===== config.mk =====
export PLATFORM = sky130hd
export DESIGN_NAME = min_max_contrast_stretch_unit
export DESIGN_NICKNAME = d
export VERILOG_FILES = /design/src/rtl/core/mmcs_pkg.sv /design/src/rtl/core/min_max_contrast_stretch_unit.sv /design/src/rtl/core/mmcs_datapath.sv /design/src/rtl/core/mmcs_ctrl.sv
export SDC_FILE = /design/constraint.sdc
export NUM_CORES = 1
export LEC_CHECK = 0
export ABC_CLOCK_PERIOD_IN_PS = 4000
export BUFFER_PORTS_ARGS = -buffer_cell sky130_fd_sc_hd__buf_2
export CORE_UTILIZATION = 50
export DETAILED_ROUTE_END_ITERATION = 8
export GPL_TIMING_DRIVEN = 0
export PLACE_DENSITY = 0.68
export SLEW_MARGIN = 20
export SYNTH_ARGS = -nofsm -noshare
export SYNTH_HDL_FRONTEND = slang
export SYNTH_SLANG_ARGS = --single-unit

===== constraint.sdc =====
create_clock -name i_clk -period 4 [get_ports i_clk]
set_input_delay 0 -clock i_clk [delete_from_list [all_inputs] [get_ports i_clk]]
set_output_delay 0 -clock i_clk [all_outputs]
set_load 0.02 [all_outputs]

===== src/rtl/core/mmcs_pkg.sv =====
// ----------------------------------------------------------------------------
// mmcs_pkg
// Shared types and constants for the min/max contrast stretch unit.
// ----------------------------------------------------------------------------
package mmcs_pkg;

    localparam int PIXEL_BITS = 8;
    localparam int DIV_STEPS  = 8;
    localparam int CNT_W      = $clog2(DIV_STEPS);

    // low PIXEL_BITS of the pixel field are significant
    localparam logic [7:0] PIX_MASK = 8'((1 << PIXEL_BITS) - 1);
    localparam logic [7:0] LEVELS_RESET = 8'd255;

    localparam logic KIND_MEASURE = 1'b0;
    localparam logic KIND_STRETCH = 1'b1;

    typedef struct packed {
        logic       kind;
        logic [7:0] pixel;
        logic       frame_start;
    } t_in_word;

    typedef struct packed {
        logic [7:0] stretched;
        logic       flat_range;
    } t_out_word;

    typedef struct packed {
        logic load;      // word accepted this cycle
        logic mul;       // form diff * levels
        logic div_step;  // one restoring divide step
        logic finish;    // load output register
    } t_dp_cmd;

    typedef struct packed {
        logic is_stretch;
    } t_dp_status;

    typedef enum logic [3:0] {
        S_IDLE = 4'b0001,
        S_MUL  = 4'b0010,
        S_DIV  = 4'b0100,
        S_DONE = 4'b1000
    } t_state;

endpackage


===== src/rtl/core/min_max_contrast_stretch_unit.sv =====
// ----------------------------------------------------------------------------
// min_max_contrast_stretch_unit
// Greyscale min/max contrast stretch over a frame sent in two passes.
// ----------------------------------------------------------------------------
// A measure word (kind 0) only updates the running minimum and maximum;
// frame_start restarts them. A stretch word (kind 1) gives one output word
// after the accept, the 8x8 multiply, eight steps of the bit-serial divider
// and the load of the output register, which waits while the output is not
// free. The output register lets the next word be accepted while a result
// still waits to be taken.
module min_max_contrast_stretch_unit
    import mmcs_pkg::*;
(
    input  logic       i_clk,
    input  logic       i_rst_n,
    input  logic       i_cfg_we,
    input  logic [7:0] i_cfg_wdata,
    input  logic       i_in_valid,
    output logic       o_in_ready,
    input  t_in_word   i_in_word,
    output logic       o_out_valid,
    input  logic       i_out_ready,
    output t_out_word  o_out_word
);

    t_dp_cmd    cmd;
    t_dp_status status;

    mmcs_ctrl u_ctrl (
        .i_clk       (i_clk),
        .i_rst_n     (i_rst_n),
        .i_in_valid  (i_in_valid),
        .o_in_ready  (o_in_ready),
        .o_out_valid (o_out_valid),
        .i_out_ready (i_out_ready),
        .i_status    (status),
        .o_cmd       (cmd)
    );

    mmcs_datapath u_datapath (
        .i_clk       (i_clk),
        .i_rst_n     (i_rst_n),
        .i_cfg_we    (i_cfg_we),
        .i_cfg_wdata (i_cfg_wdata),
        .i_in_word   (i_in_word),
        .i_cmd       (cmd),
        .o_status    (status),
        .o_out_word  (o_out_word)
    );

`ifndef SYNTHESIS
    a_flat_zero: assert property (@(posedge i_clk) disable iff (!i_rst_n)
        o_out_valid && o_out_word.flat_range |-> o_out_word.stretched == 8'd0)
        else $error("flat range word with non-zero value");

    a_stretch_busy: assert property (@(posedge i_clk) disable iff (!i_rst_n)
        i_in_valid && o_in_ready && (i_in_word.kind == KIND_STRETCH) |=> !o_in_ready)
        else $error("ready after stretch word accepted");

    a_result_from_busy: assert property (@(posedge i_clk) disable iff (!i_rst_n)
        $rose(o_out_valid) |-> !$past(o_in_ready))
        else $error("output word appeared without a stretch in progress");
`endif

endmodule


===== src/rtl/core/mmcs_datapath.sv =====
// ----------------------------------------------------------------------------
// mmcs_datapath
// Min/max tracking, level register, multiplier and bit-serial divider.
// ----------------------------------------------------------------------------
module mmcs_datapath
    import mmcs_pkg::*;
(
    input  logic       i_clk,
    input  logic       i_rst_n,
    input  logic       i_cfg_we,
    input  logic [7:0] i_cfg_wdata,
    input  t_in_word   i_in_word,
    input  t_dp_cmd    i_cmd,
    output t_dp_status o_status,
    output t_out_word  o_out_word
);

    logic [7:0]  r_min, r_max, r_levels;
    logic [7:0]  r_diff, r_range;
    logic        r_flat, r_sat;
    logic [7:0]  r_rem, r_quo;
    t_out_word   r_out;

    logic [7:0]  px;
    logic [7:0]  cur_min, cur_max;
    logic [7:0]  range_c, diff_c;
    logic [15:0] prod;
    logic [8:0]  trial;
    logic        qbit;

    assign px = i_in_word.pixel & PIX_MASK;

    // frame start restarts tracking before the pixel is taken in
    assign cur_min = i_in_word.frame_start ? PIX_MASK : r_min;
    assign cur_max = i_in_word.frame_start ? 8'd0 : r_max;

    assign range_c = r_max - r_min;
    assign diff_c  = (px > r_min) ? (px - r_min) : 8'd0;

    assign prod  = r_diff * r_levels;
    assign trial = {r_rem, r_quo[7]};
    assign qbit  = (trial >= {1'b0, r_range});

    always_ff @(posedge i_clk) begin
        if (!i_rst_n) begin
            r_min    <= PIX_MASK;
            r_max    <= '0;
            r_levels <= LEVELS_RESET;
        end else begin
            if (i_cfg_we) begin
                r_levels <= i_cfg_wdata;
            end
            if (i_cmd.load && (i_in_word.kind == KIND_MEASURE)) begin
                r_min <= (px < cur_min) ? px : cur_min;
                r_max <= (px > cur_max) ? px : cur_max;
            end
        end
    end

    always_ff @(posedge i_clk) begin
        if (i_cmd.load) begin
            r_diff  <= diff_c;
            r_range <= range_c;
            r_flat  <= (r_max <= r_min);
            // diff >= range means the quotient reaches levels at least
            r_sat   <= (diff_c >= range_c);
        end
        if (i_cmd.mul) begin
            // high byte seeds the remainder; it is below the divisor when not saturated
            r_rem <= prod[15:8];
            r_quo <= prod[7:0];
        end else if (i_cmd.div_step) begin
            r_rem <= qbit ? 8'(trial - {1'b0, r_range}) : trial[7:0];
            r_quo <= {r_quo[6:0], qbit};
        end
        if (i_cmd.finish) begin
            r_out.flat_range <= r_flat;
            if (r_flat) begin
                r_out.stretched <= '0;
            end else if (r_sat) begin
                r_out.stretched <= r_levels;
            end else begin
                r_out.stretched <= r_quo;
            end
        end
    end

    assign o_status.is_stretch = (i_in_word.kind == KIND_STRETCH);
    assign o_out_word = r_out;

endmodule


===== src/rtl/core/mmcs_ctrl.sv =====
// ----------------------------------------------------------------------------
// mmcs_ctrl
// Sequencer for the stretch datapath and output word handshake.
// ----------------------------------------------------------------------------
module mmcs_ctrl
    import mmcs_pkg::*;
(
    input  logic       i_clk,
    input  logic       i_rst_n,
    input  logic       i_in_valid,
    output logic       o_in_ready,
    output logic       o_out_valid,
    input  logic       i_out_ready,
    input  t_dp_status i_status,
    output t_dp_cmd    o_cmd
);

    t_state           r_state, n_state;
    logic [CNT_W-1:0] r_cnt, n_cnt;
    logic             r_out_valid, n_out_valid;
    logic             accept;
    logic             out_free;

    assign o_in_ready = (r_state == S_IDLE);
    assign accept     = i_in_valid && o_in_ready;
    assign out_free   = !r_out_valid || i_out_ready;

    always_comb begin
        n_state      = r_state;
        n_cnt        = r_cnt;
        o_cmd        = '0;
        o_cmd.load   = accept;
        unique case (r_state)
            S_IDLE: begin
                if (accept && i_status.is_stretch) begin
                    n_state = S_MUL;
                end
            end
            S_MUL: begin
                o_cmd.mul = 1'b1;
                n_cnt     = '0;
                n_state   = S_DIV;
            end
            S_DIV: begin
                o_cmd.div_step = 1'b1;
                n_cnt          = r_cnt + 1'b1;
                if (r_cnt == CNT_W'(DIV_STEPS - 1)) begin
                    n_state = S_DONE;
                end
            end
            S_DONE: begin
                if (out_free) begin
                    o_cmd.finish = 1'b1;
                    n_state      = S_IDLE;
                end
            end
            default: begin
                n_state = S_IDLE;
            end
        endcase
    end

    always_comb begin
        n_out_valid = r_out_valid;
        if (o_cmd.finish) begin
            n_out_valid = 1'b1;
        end else if (i_out_ready) begin
            n_out_valid = 1'b0;
        end
    end

    always_ff @(posedge i_clk) begin
        if (!i_rst_n) begin
            r_state     <= S_IDLE;
            r_cnt       <= '0;
            r_out_valid <= 1'b0;
        end else begin
            r_state     <= n_state;
            r_cnt       <= n_cnt;
            r_out_valid <= n_out_valid;
        end
    end

    assign o_out_valid = r_out_valid;

endmodule


Word-level counts from Yosys, hierarchy flattened
Index checks and enable logic that the tools add are counted.
{"block": "totals", "register_bits": 75, "latchBits": 0, "mem_bits_rw": 0, "rom_bits": 0, "out_inout_bits": 11, "mem_count": 0}
{"block": "op_classes", "n_addsub": 4, "n_mul": 1, "n_div": 0, "magnitude_cmp": 6, "n_eq_ne": 8, "shifts": 0, "muxes": 22, "bitwise": 1, "reduce_logical": 9}
{"operator": "8-bit 2-to-1 mux", "count": 11}
{"operator": "8-bit subtractor", "count": 3}
{"operator": "8-bit > comparator", "count": 2}
{"operator": "8-bit by 8-bit multiplier with 16-bit output", "count": 1}
{"operator": "4-bit case mux with 4 select lines", "count": 1}
{"operator": "4-bit 2-to-1 mux", "count": 3}
{"operator": "9-bit by 8-bit >= comparator with 1-bit output", "count": 1}
{"operator": "8-bit >= comparator", "count": 1}
{"operator": "8-bit less-or-equal comparator", "count": 1}
{"operator": "8-bit < comparator", "count": 1}
{"operator": "1-bit 2-to-1 mux", "count": 6}
{"operator": "3-bit case mux with 2 select lines", "count": 1}
{"operator": "2-bit nonzero test", "count": 3}
{"operator": "4-bit by 1-bit equality test with 1-bit output (second input constant)", "count": 1}
{"operator": "4-bit by 2-bit equality test with 1-bit output (second input constant)", "count": 1}
{"operator": "4-bit by 3-bit equality test with 1-bit output (second input constant)", "count": 1}
{"operator": "4-bit equality test (second input constant)", "count": 1}
{"operator": "2-bit by 1-bit inequality test with 1-bit output (second input constant)", "count": 2}
{"operator": "3-bit by 1-bit adder with 3-bit output (second input constant)", "count": 1}
{"operator": "3-bit equality test (second input constant)", "count": 1}
{"operator": "1-bit logical AND", "count": 3}
{"operator": "3-bit AND reduction", "count": 1}
{"operator": "2-bit inequality test (second input constant)", "count": 1}
{"operator": "1-bit zero test", "count": 1}
{"operator": "2 further kinds", "count": 2}

Logic depth before layout (Yosys ltp)
Gate-level depths: netlist of run 1.
{"block": "logic_depth", "ltp_word": 5, "ltp_mapped": 17}

By module
From an unflattened synthesis of run 1, not the netlist that was laid out.
{"block": "unflattened", "cells_unflattened": 712, "hier_area_um2": 6899.1}
{"module": "mmcs_datapath", "n_inst": 1, "cells_per_inst": 655, "area_per_inst_um2": 6372.4, "seq_area_each_um2": 1771.7}
{"module": "mmcs_ctrl", "n_inst": 1, "cells_per_inst": 57, "area_per_inst_um2": 526.8, "seq_area_each_um2": 160.2}

Least setup slack after synthesis of run 1
OpenSTA, ideal clock, no wires.
{"block": "synth_timing", "kind": "reg2reg", "from": "register u_datapath.r_levels[7]", "to": "register u_datapath.r_rem[5] (data pin)", "setup_time_ns": 0.261, "arrival_ns": 4.109, "slack_ns": -0.370, "stages_incl_launch_ff": 17, "cell_sequence": "dfxtp_1 > clkbuf_1 > nand2_1 > fa_1 > fa_1 > inv_1 > fa_1 > inv_1 > fa_1 > inv_1 > ha_1 > o211ai_1 > a21oi_1 > o31ai_1 > o21ai_0 > xnor2_1 > mux2i_1"}
{"block": "synth_via", "elab_chain_cells": 2}
{"element": "start: declaration", "line_no": "mmcs_datapath.sv:18", "rtl": "logic [7:0] r_min, r_max, r_levels;"}
{"element": "start signal: assignment", "line_no": "mmcs_datapath.sv:51", "rtl": "r_levels <= i_cfg_wdata;"}
{"element": "8-bit by 8-bit multiplier with 16-bit output", "line_no": "mmcs_datapath.sv:40", "rtl": "assign prod = r_diff * r_levels;"}
{"element": "8-bit 2-to-1 mux", "line_no": "mmcs_datapath.sv:68", "rtl": "if (i_cmd.mul) begin"}
{"element": "end signal: assignment", "line_no": "mmcs_datapath.sv:70", "rtl": "r_rem <= prod[15:8];"}
{"element": "end signal: assignment", "line_no": "mmcs_datapath.sv:73", "rtl": "r_rem <= qbit ? 8'(trial - {1'b0, r_range}) : trial[7:0];"}
{"element": "end: declaration", "line_no": "mmcs_datapath.sv:21", "rtl": "logic [7:0] r_rem, r_quo;"}
No other way between the ends.
A chain may end at the register's enable or synchronous reset.

Final worst setup path of run 1
{"block": "layout_timing", "from": "register u_datapath.r_diff[5]", "to": "register u_datapath.r_rem[5] (data pin)"}
{"block": "layout_via", "elab_chain_cells": 2}
{"element": "start: declaration", "line_no": "mmcs_datapath.sv:19", "rtl": "logic [7:0] r_diff, r_range;"}
{"element": "start signal: assignment", "line_no": "mmcs_datapath.sv:62", "rtl": "r_diff <= diff_c;"}
{"element": "8-bit by 8-bit multiplier with 16-bit output", "line_no": "mmcs_datapath.sv:40"}
{"element": "8-bit 2-to-1 mux", "line_no": "mmcs_datapath.sv:68"}
No other way between the ends.

==> results.py, run 1 <==
metrics = {
    "outcome": {
        "status": "finished, violations left",
        "violations": "negative setup slack",
    },
    "pwr": {
        "pwr-share-comb": 0.627,
        "p_sw_frac": 0.391,
        "p_sw_mw": 1.92,
        "p_total_mw": 4.90,
        "p_clk_frac": 0.187,
        "internal_power_mw": 2.98,
        "peakVddDrop_mv": 0.612,
        "power.density_mw_per_mm2": 624,
        "seqPwrFrac": 0.186,
        "leakage_nw": 3.59,
    },
    "setup_path": {
        "cpPeakStageDelay_ns": 0.55,
        "end_kind": "flop",
        "reg2reg_depth": 14,
        "crit_chain": "and2_4, fa_1, fa_1, fa_1, inv_2, fa_1, inv_2, ha_4, or2_4, o31ai_4, buf_4, o21ai_2, xnor2_1, mux2i_1",
        "arrival_ns": 4.37,
        "worstPathRequired_ns": 4.09,
        "critPathMaxFanout": 6,
        "worst_path_max_delay_cell": "fa_1",
        "cp_top_family": "adder cells",
        "startpoint_type": "flop",
        "startpoint": "u_datapath.r_diff[5]",
        "path_depth": 14,
        "endpoint": "u_datapath.r_rem[5]",
        "critPathKind": "flop to flop",
        "r2r-end": "u_datapath.r_rem[5]",
        "cp_num_buf_inv": 3,
        "regToRegStartpoint": "u_datapath.r_diff[5]",
        "r2r_slack_ns": -0.29,
        "path_common_cell": "fa_1",
    },
    "detailed_routing": {
        "via_count": 5164,
        "drt_iter0_drc": 218,
        "wl_per_cell_um": 15.7,
        "ant_nets": 0,
        "viasPerCell": 5.47,
        "drc": 0,
        "first_pass_iters": 4,
        "routed_wl_um": 14800,
    },
    "placed_design": {
        "dp_cells": 892,
        "place_area_mm2": 0.00705,
        "gp_congestion": 0.854,
        "io_buffers": 31,
        "place_ws_ns": -0.537,
        "dpl.hpwl_um": 11300,
    },
    "timing": {
        "finalSetupViolCount": 8,
        "worst_pin_slew_ns": 0.784,
        "max_freq_mhz": 233,
        "slew_violations": 0,
        "finClkSkew_ns": 0.00565,
        "fin_setup_tns_ns": -1.15,
        "finalCritPeriodShare": 1.07,
        "max-slew-margin-rel": 0.476,
        "final.setup.worst_slack_ns": -0.286,
        "rsz0062_at_grt": "yes",
        "hold_ws_ns": 0.0508,
        "hold_violations": 0,
        "period_minus_slack_ns": 4.29,
    },
    "synthesis": {
        "synthXorXnorAreaFrac": 0.0371,
        "synth_nets": 836,
        "synth-seq-cells": 75,
        "syn_avg_cell_area_um2": 9.58,
        "yosys_warnings": 0,
        "ys.flop_type": "edfxtp_1",
        "synth_edf_count": 43,
        "yosys.area_share.simple": 0.167,
        "netlist_instances": 689,
        "synth_fa_ha_area_frac": 0.279,
        "yosys-mux-area-fraction": 0.0394,
        "synth-compound-area-share": 0.128,
        "synth_top_family_by_area": "adder cells",
        "syn_area_mm2": 0.00660,
        "synth-seq-area-share": 0.293,
        "synth.distinct_cells": 57,
        "postSynth.asyncResetShare": 0,
    },
    "clocking": {
        "path_clk_slew_ns": 0.06,
        "clock-root-buffer": "clkbuf_16",
        "cts_buffers": 9,
        "cts_tree": "yes",
        "clock_latency_ns": 0.34,
        "cts.path.max_buffers": 2,
        "cts_max_level": 3,
        "clock-sinks": 75,
    },
    "global_routing": {
        "grt_usage": 0.234,
        "grt_pass1_wl_um": 24200,
        "grt_start_max_net_pins": 19,
        "grt_pass1_vias": 5111,
        "grt_antenna_before_repair": 0,
        "gr-total-overflow": 0,
    },
    "die": {
        "ios": 34,
        "die_h_um": 117,
        "die-width_um": 117,
        "die_area_mm2": 0.0137,
        "start_util": 0.519,
        "core_mm2": 0.0127,
        "rows": 41,
    },
    "finish": {
        "finalNonFillerCells": 944,
        "drive_gt1_frac": 0.163,
        "area_growth_pct": 19.0,
        "fin_area_mm2": 0.00786,
        "final_core_util": 0.618,
        "num_antenna_cells": 0,
        "fin_nets": 914,
        "layout_commonest_cell": "ha_1",
        "layout_common_cells": "ha_1 (79), inv_1 (72), nor2_1 (60)",
    },
    "worst_hold_path": {
        "hp-class": "input port to flop",
    },
    "job": {
        "cap_violations": 0,
    },
}
state kept, by name, summed over array words and instances (netlist names), 3 cells and up:
name                   count
u_datapath.r_diff          8
u_datapath.r_levels        8
u_ctrl.r_cnt               3
u_datapath.r_range         8
u_datapath.r_quo           8
u_ctrl.r_state             4
u_datapath.r_min           8
u_datapath.r_max           8
u_datapath.o_out_word      9
u_datapath.r_rem           8
worst min-delay path by stage:
stage                     depth (start not counted)                endpoint            from
after global placement                            3  u_datapath.r_levels[1]  i_cfg_wdata[1]
after CTS                                         4       u_ctrl.r_state[0]    i_in_word[9]
after floorplan                                   1     u_datapath.r_min[0]    i_in_word[1]
after global routing                              4       u_ctrl.r_state[0]    i_in_word[9]
final                                             4       u_ctrl.r_state[0]    i_in_word[9]
after detailed placement                          3  u_datapath.r_levels[1]  i_cfg_wdata[1]
timing repair:
action | CTS | global route
endpoints found under the setup margin | 8 | 9
hold endpoints to repair | 24 | 0
hold buffers | 17 | 0
pin swaps | 40 | 21
gates resized for setup | 35 | 6
buffers inserted | 20 | 3
tightest hold or removal path: stages:
cell,delay [ns]
buf_2,0.10
nand2_1,0.08
a21oi_1,0.09
o31ai_1,0.08
cell usage after synthesis (all sizes together), types with 6 or more instances:
cell type	n	share of area
xor2	9	0.012
nand4	7	0.0066
o22a	11	0.015
edfxtp	43	0.20
nand2	53	0.031
o21ai	25	0.019
mux2i	26	0.039
a21oi	27	0.020
a211oi	7	0.0080
inv	77	0.044
nand2b	14	0.013
xnor2	19	0.025
nor3	8	0.0061
a21o	9	0.010
fa	39	0.12
ha	85	0.16
nor2b	10	0.0095
dfxtp	32	0.097
a22o	8	0.011
clkbuf	13	0.0074
o31ai	6	0.0076
and2	47	0.045
nor2	60	0.034
per-layer routing:
| layer | up-vias | track usage | share of wire |
|---|---|---|---|
| met1 | 2500 | 0.304 | 0.47 |
| met3 | 23 | 0.0350 | 0.032 |
| met4 | 0 | 0.0802 | 0.016 |
| met5 | - | 0 | 0 |
| li1 | 2549 | - | - |
| met2 | 92 | 0.399 | 0.49 |
cells by family (layout without fill, tap and decap cells):
family          Yosys count  count (layout)
simple gates            217             217
fa+ha+maj               124             124
compound gates          123             123
buf+inv                  96             179
flops                    75              75
xor+xnor                 28              28
mux                      26              26
power by group through the flow:
stage | registers, mW | logic [mW] | clock network (mW)
3_3_place_gp | 0.925 | 2.30 | 0
4_1_cts | 0.911 | 2.98 | 0.932
5_1_grt | 0.917 | 3.37 | 0.962
2_1_floorplan | 0.909 | 1.89 | 0
3_5_place_dp | 0.927 | 2.35 | 0
6_report | 0.912 | 3.07 | 0.916
area by class of cell:
cell class / count / area [um^2]
flip-flops and latches: 75 / 1940
clock inverters: 5 / 83.8
plain buffers: 14 / 76.3
repair buffers: 71 / 520
clock buffers: 11 / 253
inverters: 78 / 293
well taps: 172 / 215
fillers: 1094 / 4860
multi-input cells: 518 / 4480
No activity file was read; power rests on OpenSTA's default activity.
==> run 2: changes to the inputs <==
--- a/config.mk
+++ b/config.mk
@@ -5,11 +5,14 @@
 export SDC_FILE = /design/constraint.sdc
 export NUM_CORES = 1
 export LEC_CHECK = 0
+export ABC_AREA = 1
 export ABC_CLOCK_PERIOD_IN_PS = 4000
 export BUFFER_PORTS_ARGS = -buffer_cell sky130_fd_sc_hd__buf_2
 export CORE_UTILIZATION = 50
+export CTS_CLUSTER_SIZE = 10
 export DETAILED_ROUTE_END_ITERATION = 8
 export GPL_TIMING_DRIVEN = 0
+export HOLD_SLACK_MARGIN = 0.12
 export PLACE_DENSITY = 0.68
 export SLEW_MARGIN = 20
 export SYNTH_ARGS = -nofsm -noshare
==> run 2 against run 1 <==
  * The run still ends with negative setup slack left
  * Clock skew is 0.00094 ns higher
  * First-iteration DRC count is 110% higher
  * Clock power is 12% lower
  * Total power is 4.8% higher
  * Critical path type unchanged
  * Largest cell class unchanged
  * Highest routed layer unchanged
==> results.py, run 2 <==
metrics = {
    "clocking": {
        "clock-sinks": 75,
        "cts.path.max_buffers": 2,
        "cts_buffers": 9,
        "clock_latency_ns": 0.34,
        "path_clk_slew_ns": 0.06,
        "cts_tree": "yes",
        "cts_max_level": 3,
        "clock-root-buffer": "clkbuf_16",
    },
    "synthesis": {
        "yosys_warnings": 0,
        "synth_nets": 1115,
        "netlist_instances": 968,
        "yosys.area.top_type_share": 0.177,
        "postSynth.asyncResetShare": 0,
        "syn_avg_cell_area_um2": 7.52,
        "synth_area_leaders": "edfxtp_1 (18%), ha_1 (15%), nand2_1 (13%), fa_1 (11%), inv_1 (10%)",
        "syn_area_mm2": 0.00728,
        "ys.flop_type": "edfxtp_1",
        "synth_edf_count": 43,
        "yosysTopAreaCell": "edfxtp_1",
        "synth-seq-area-share": 0.266,
        "synth-seq-cells": 75,
        "synth.distinct_cells": 52,
        "yosysMostFrequentCell": "nand2_1",
        "synth_common_cells": "nand2_1 (253), inv_1 (196), ha_1 (85)",
    },
    "setup_path": {
        "critPathKind": "flop to flop",
        "end_kind": "flop",
        "cpPeakStageDelay_ns": 0.51,
        "regToRegStartpoint": "u_datapath.r_diff[5]",
        "cp_num_buf_inv": 4,
        "startpoint": "u_datapath.r_diff[5]",
        "critPathMaxFanout": 4,
        "worstPathRequired_ns": 4.10,
        "crit_chain": "buf_4, nand2_2, inv_2, fa_1, fa_2, fa_1, inv_1, fa_1, inv_2, ha_4, a21oi_4, o21ai_2, nor2_1, nand2_1, nand3_2, nand2_1",
        "worst_path_max_delay_cell": "edfxtp_1",
        "reg2reg_depth": 16,
        "path_depth": 16,
        "startpoint_type": "flop",
        "arrival_ns": 4.13,
        "r2r_slack_ns": -0.03,
        "cp_top_family": "adder cells",
        "path_common_cell": "fa_1",
        "endpoint": "u_datapath.r_rem[3]",
        "r2r-end": "u_datapath.r_rem[3]",
    },
    "timing": {
        "rsz0062_at_grt": "yes",
        "slew_violations": 0,
        "final.setup.worst_slack_ns": -0.0264,
        "worst_pin_slew_ns": 0.987,
        "hold_ws_ns": 0.143,
        "max_freq_mhz": 248,
        "finalSetupViolCount": 3,
        "finalCritPeriodShare": 1.01,
        "max-slew-margin-rel": 0.339,
        "period_minus_slack_ns": 4.03,
        "hold_violations": 0,
        "finClkSkew_ns": 0.00659,
    },
    "detailed_routing": {
        "first_pass_iters": 5,
        "ant_nets": 0,
        "drt_iter0_drc": 461,
        "viasPerCell": 5.15,
        "via_count": 6360,
        "routed_wl_um": 17600,
        "drc": 0,
        "wl_per_cell_um": 14.3,
    },
    "global_routing": {
        "grt_usage": 0.253,
        "gr-total-overflow": 0,
        "grt_pass1_wl_um": 29300,
        "grt_pass1_vias": 6150,
        "grt_start_max_net_pins": 20,
        "grt_antenna_before_repair": 0,
    },
    "pwr": {
        "peakVddDrop_mv": 0.494,
        "p_clk_frac": 0.157,
        "p_sw_mw": 2.34,
        "p_sw_frac": 0.455,
        "leakage_nw": 4.52,
        "power.density_mw_per_mm2": 591,
        "pwr-share-comb": 0.663,
        "internal_power_mw": 2.80,
        "seqPwrFrac": 0.180,
    },
    "finish": {
        "drive_gt1_frac": 0.167,
        "largest_reg_flops": 9,
        "layout_common_cells": "nand2_1 (236), inv_1 (184), ha_1 (78)",
        "layout_commonest_cell": "nand2_1",
        "fin_area_mm2": 0.00870,
        "area_growth_pct": 19.6,
        "final_core_util": 0.619,
        "fin_nets": 1196,
        "num_antenna_cells": 0,
    },
    "placed_design": {
        "place_ws_ns": -0.455,
        "io_buffers": 31,
        "place_area_mm2": 0.00766,
        "gp_congestion": 0.910,
        "dpl.hpwl_um": 12600,
    },
    "die": {
        "die_h_um": 123,
        "rows": 43,
        "die-width_um": 123,
        "ios": 34,
        "start_util": 0.518,
        "die_area_mm2": 0.0150,
        "core_mm2": 0.0140,
    },
    "job": {
        "cap_violations": 0,
    },
    "worst_hold_path": {
        "hp-class": "input port to flop",
        "whs_path_depth": 6,
    },
    "outcome": {
        "status": "finished, violations left",
        "violations": "negative setup slack",
    },
}
[run 2: cell count changes in the layout (fill, tap and decap cells not counted), moves of 17 or more]
cell | before | now
mux2i_1 | 26 | 0
nand2_1 | 50 | 236
inv_1 | 72 | 184
nand3_1 | 1 | 63
a21oi_1 | 23 | 51
nand2_2 | 3 | 20
and2_1 | 36 | 0
[run 2: power by group through the flow]
stage | clock network (mW) | registers, mW | logic, mW
floorplan | 0 | 0.906 | 1.77
global placement | 0 | 0.913 | 2.20
detailed placement | 0 | 0.914 | 2.22
CTS | 0.816 | 0.920 | 2.59
global route | 0.848 | 0.926 | 3.77
finish | 0.809 | 0.922 | 3.41
[run 2: kinds of logic after synthesis]
family / after synthesis / synth area share
compound gates: 98 / 0.0772
buf+inv: 233 / 0.125
fa+ha+maj: 124 / 0.253
simple gates: 417 / 0.254
flops: 75 / 0.266
xor+xnor: 21 / 0.0253
[run 2: how the worst min path moves through the flow]
stage | startpoint | end | slack [ns]
2_1_floorplan | i_cfg_wdata[0] | u_datapath.r_levels[0] | 0.12
3_3_place_gp | i_cfg_wdata[0] | u_datapath.r_levels[0] | 0.22
3_5_place_dp | i_cfg_wdata[0] | u_datapath.r_levels[0] | 0.22
4_1_cts | i_in_word[0] | u_datapath.r_max[0] | 0.13
5_1_grt | i_in_word[0] | u_datapath.r_max[0] | 0.17
6_report | i_in_word[0] | u_datapath.r_max[0] | 0.14
[run 2: metal layers]
layer | track usage | wire length (um)
met5 | 0 | 0
met2 | 0.425 | 8530
met1 | 0.328 | 7810
met3 | 0.0349 | 762
met4 | 0.101 | 520
[run 2: per-stage QoR]
step / total power, mW / cells / TNS, ns
floorplan: 2.68 / 968 / 0
global placement: 3.11 / 1179 / -2.90
detailed placement: 3.13 / 1179 / -3.30
CTS: 4.33 / 1227 / 0
global route: 5.54 / 1234 / -0.681
finish: 5.14 / 1234 / -0.0351
[run 2: what timing repair did]
action / in CTS / in global routing
endpoints found under the hold margin: 27 / 0
pin swaps: 14 / 45
gates resized for setup: 30 / 66
endpoints found under the setup margin: 9 / 9
hold buffers: 28 / 0
setup buffers: 15 / 7
[run 2: final cells by class]
class	instances	area, um^2
fill	1216	5340
multi-input combinational	660	4730
sequential	75	1940
inverter	203	767
timing repair buffer	81	623
clock buffer	11	233
tap	180	225
buffer	19	123
clock inverter	5	53.8
[run 2: worst register-to-register path, delay by kind of cell (launching register included)]
kind                     cells  cell delay [ns]
buffers and inverters        4             0.34
adder cells (fa/ha/maj)      5             2.20
AND/OR/NAND/NOR              5             0.45
flip-flops                   1             0.51
AO/OA/AOI/OAI                2             0.30
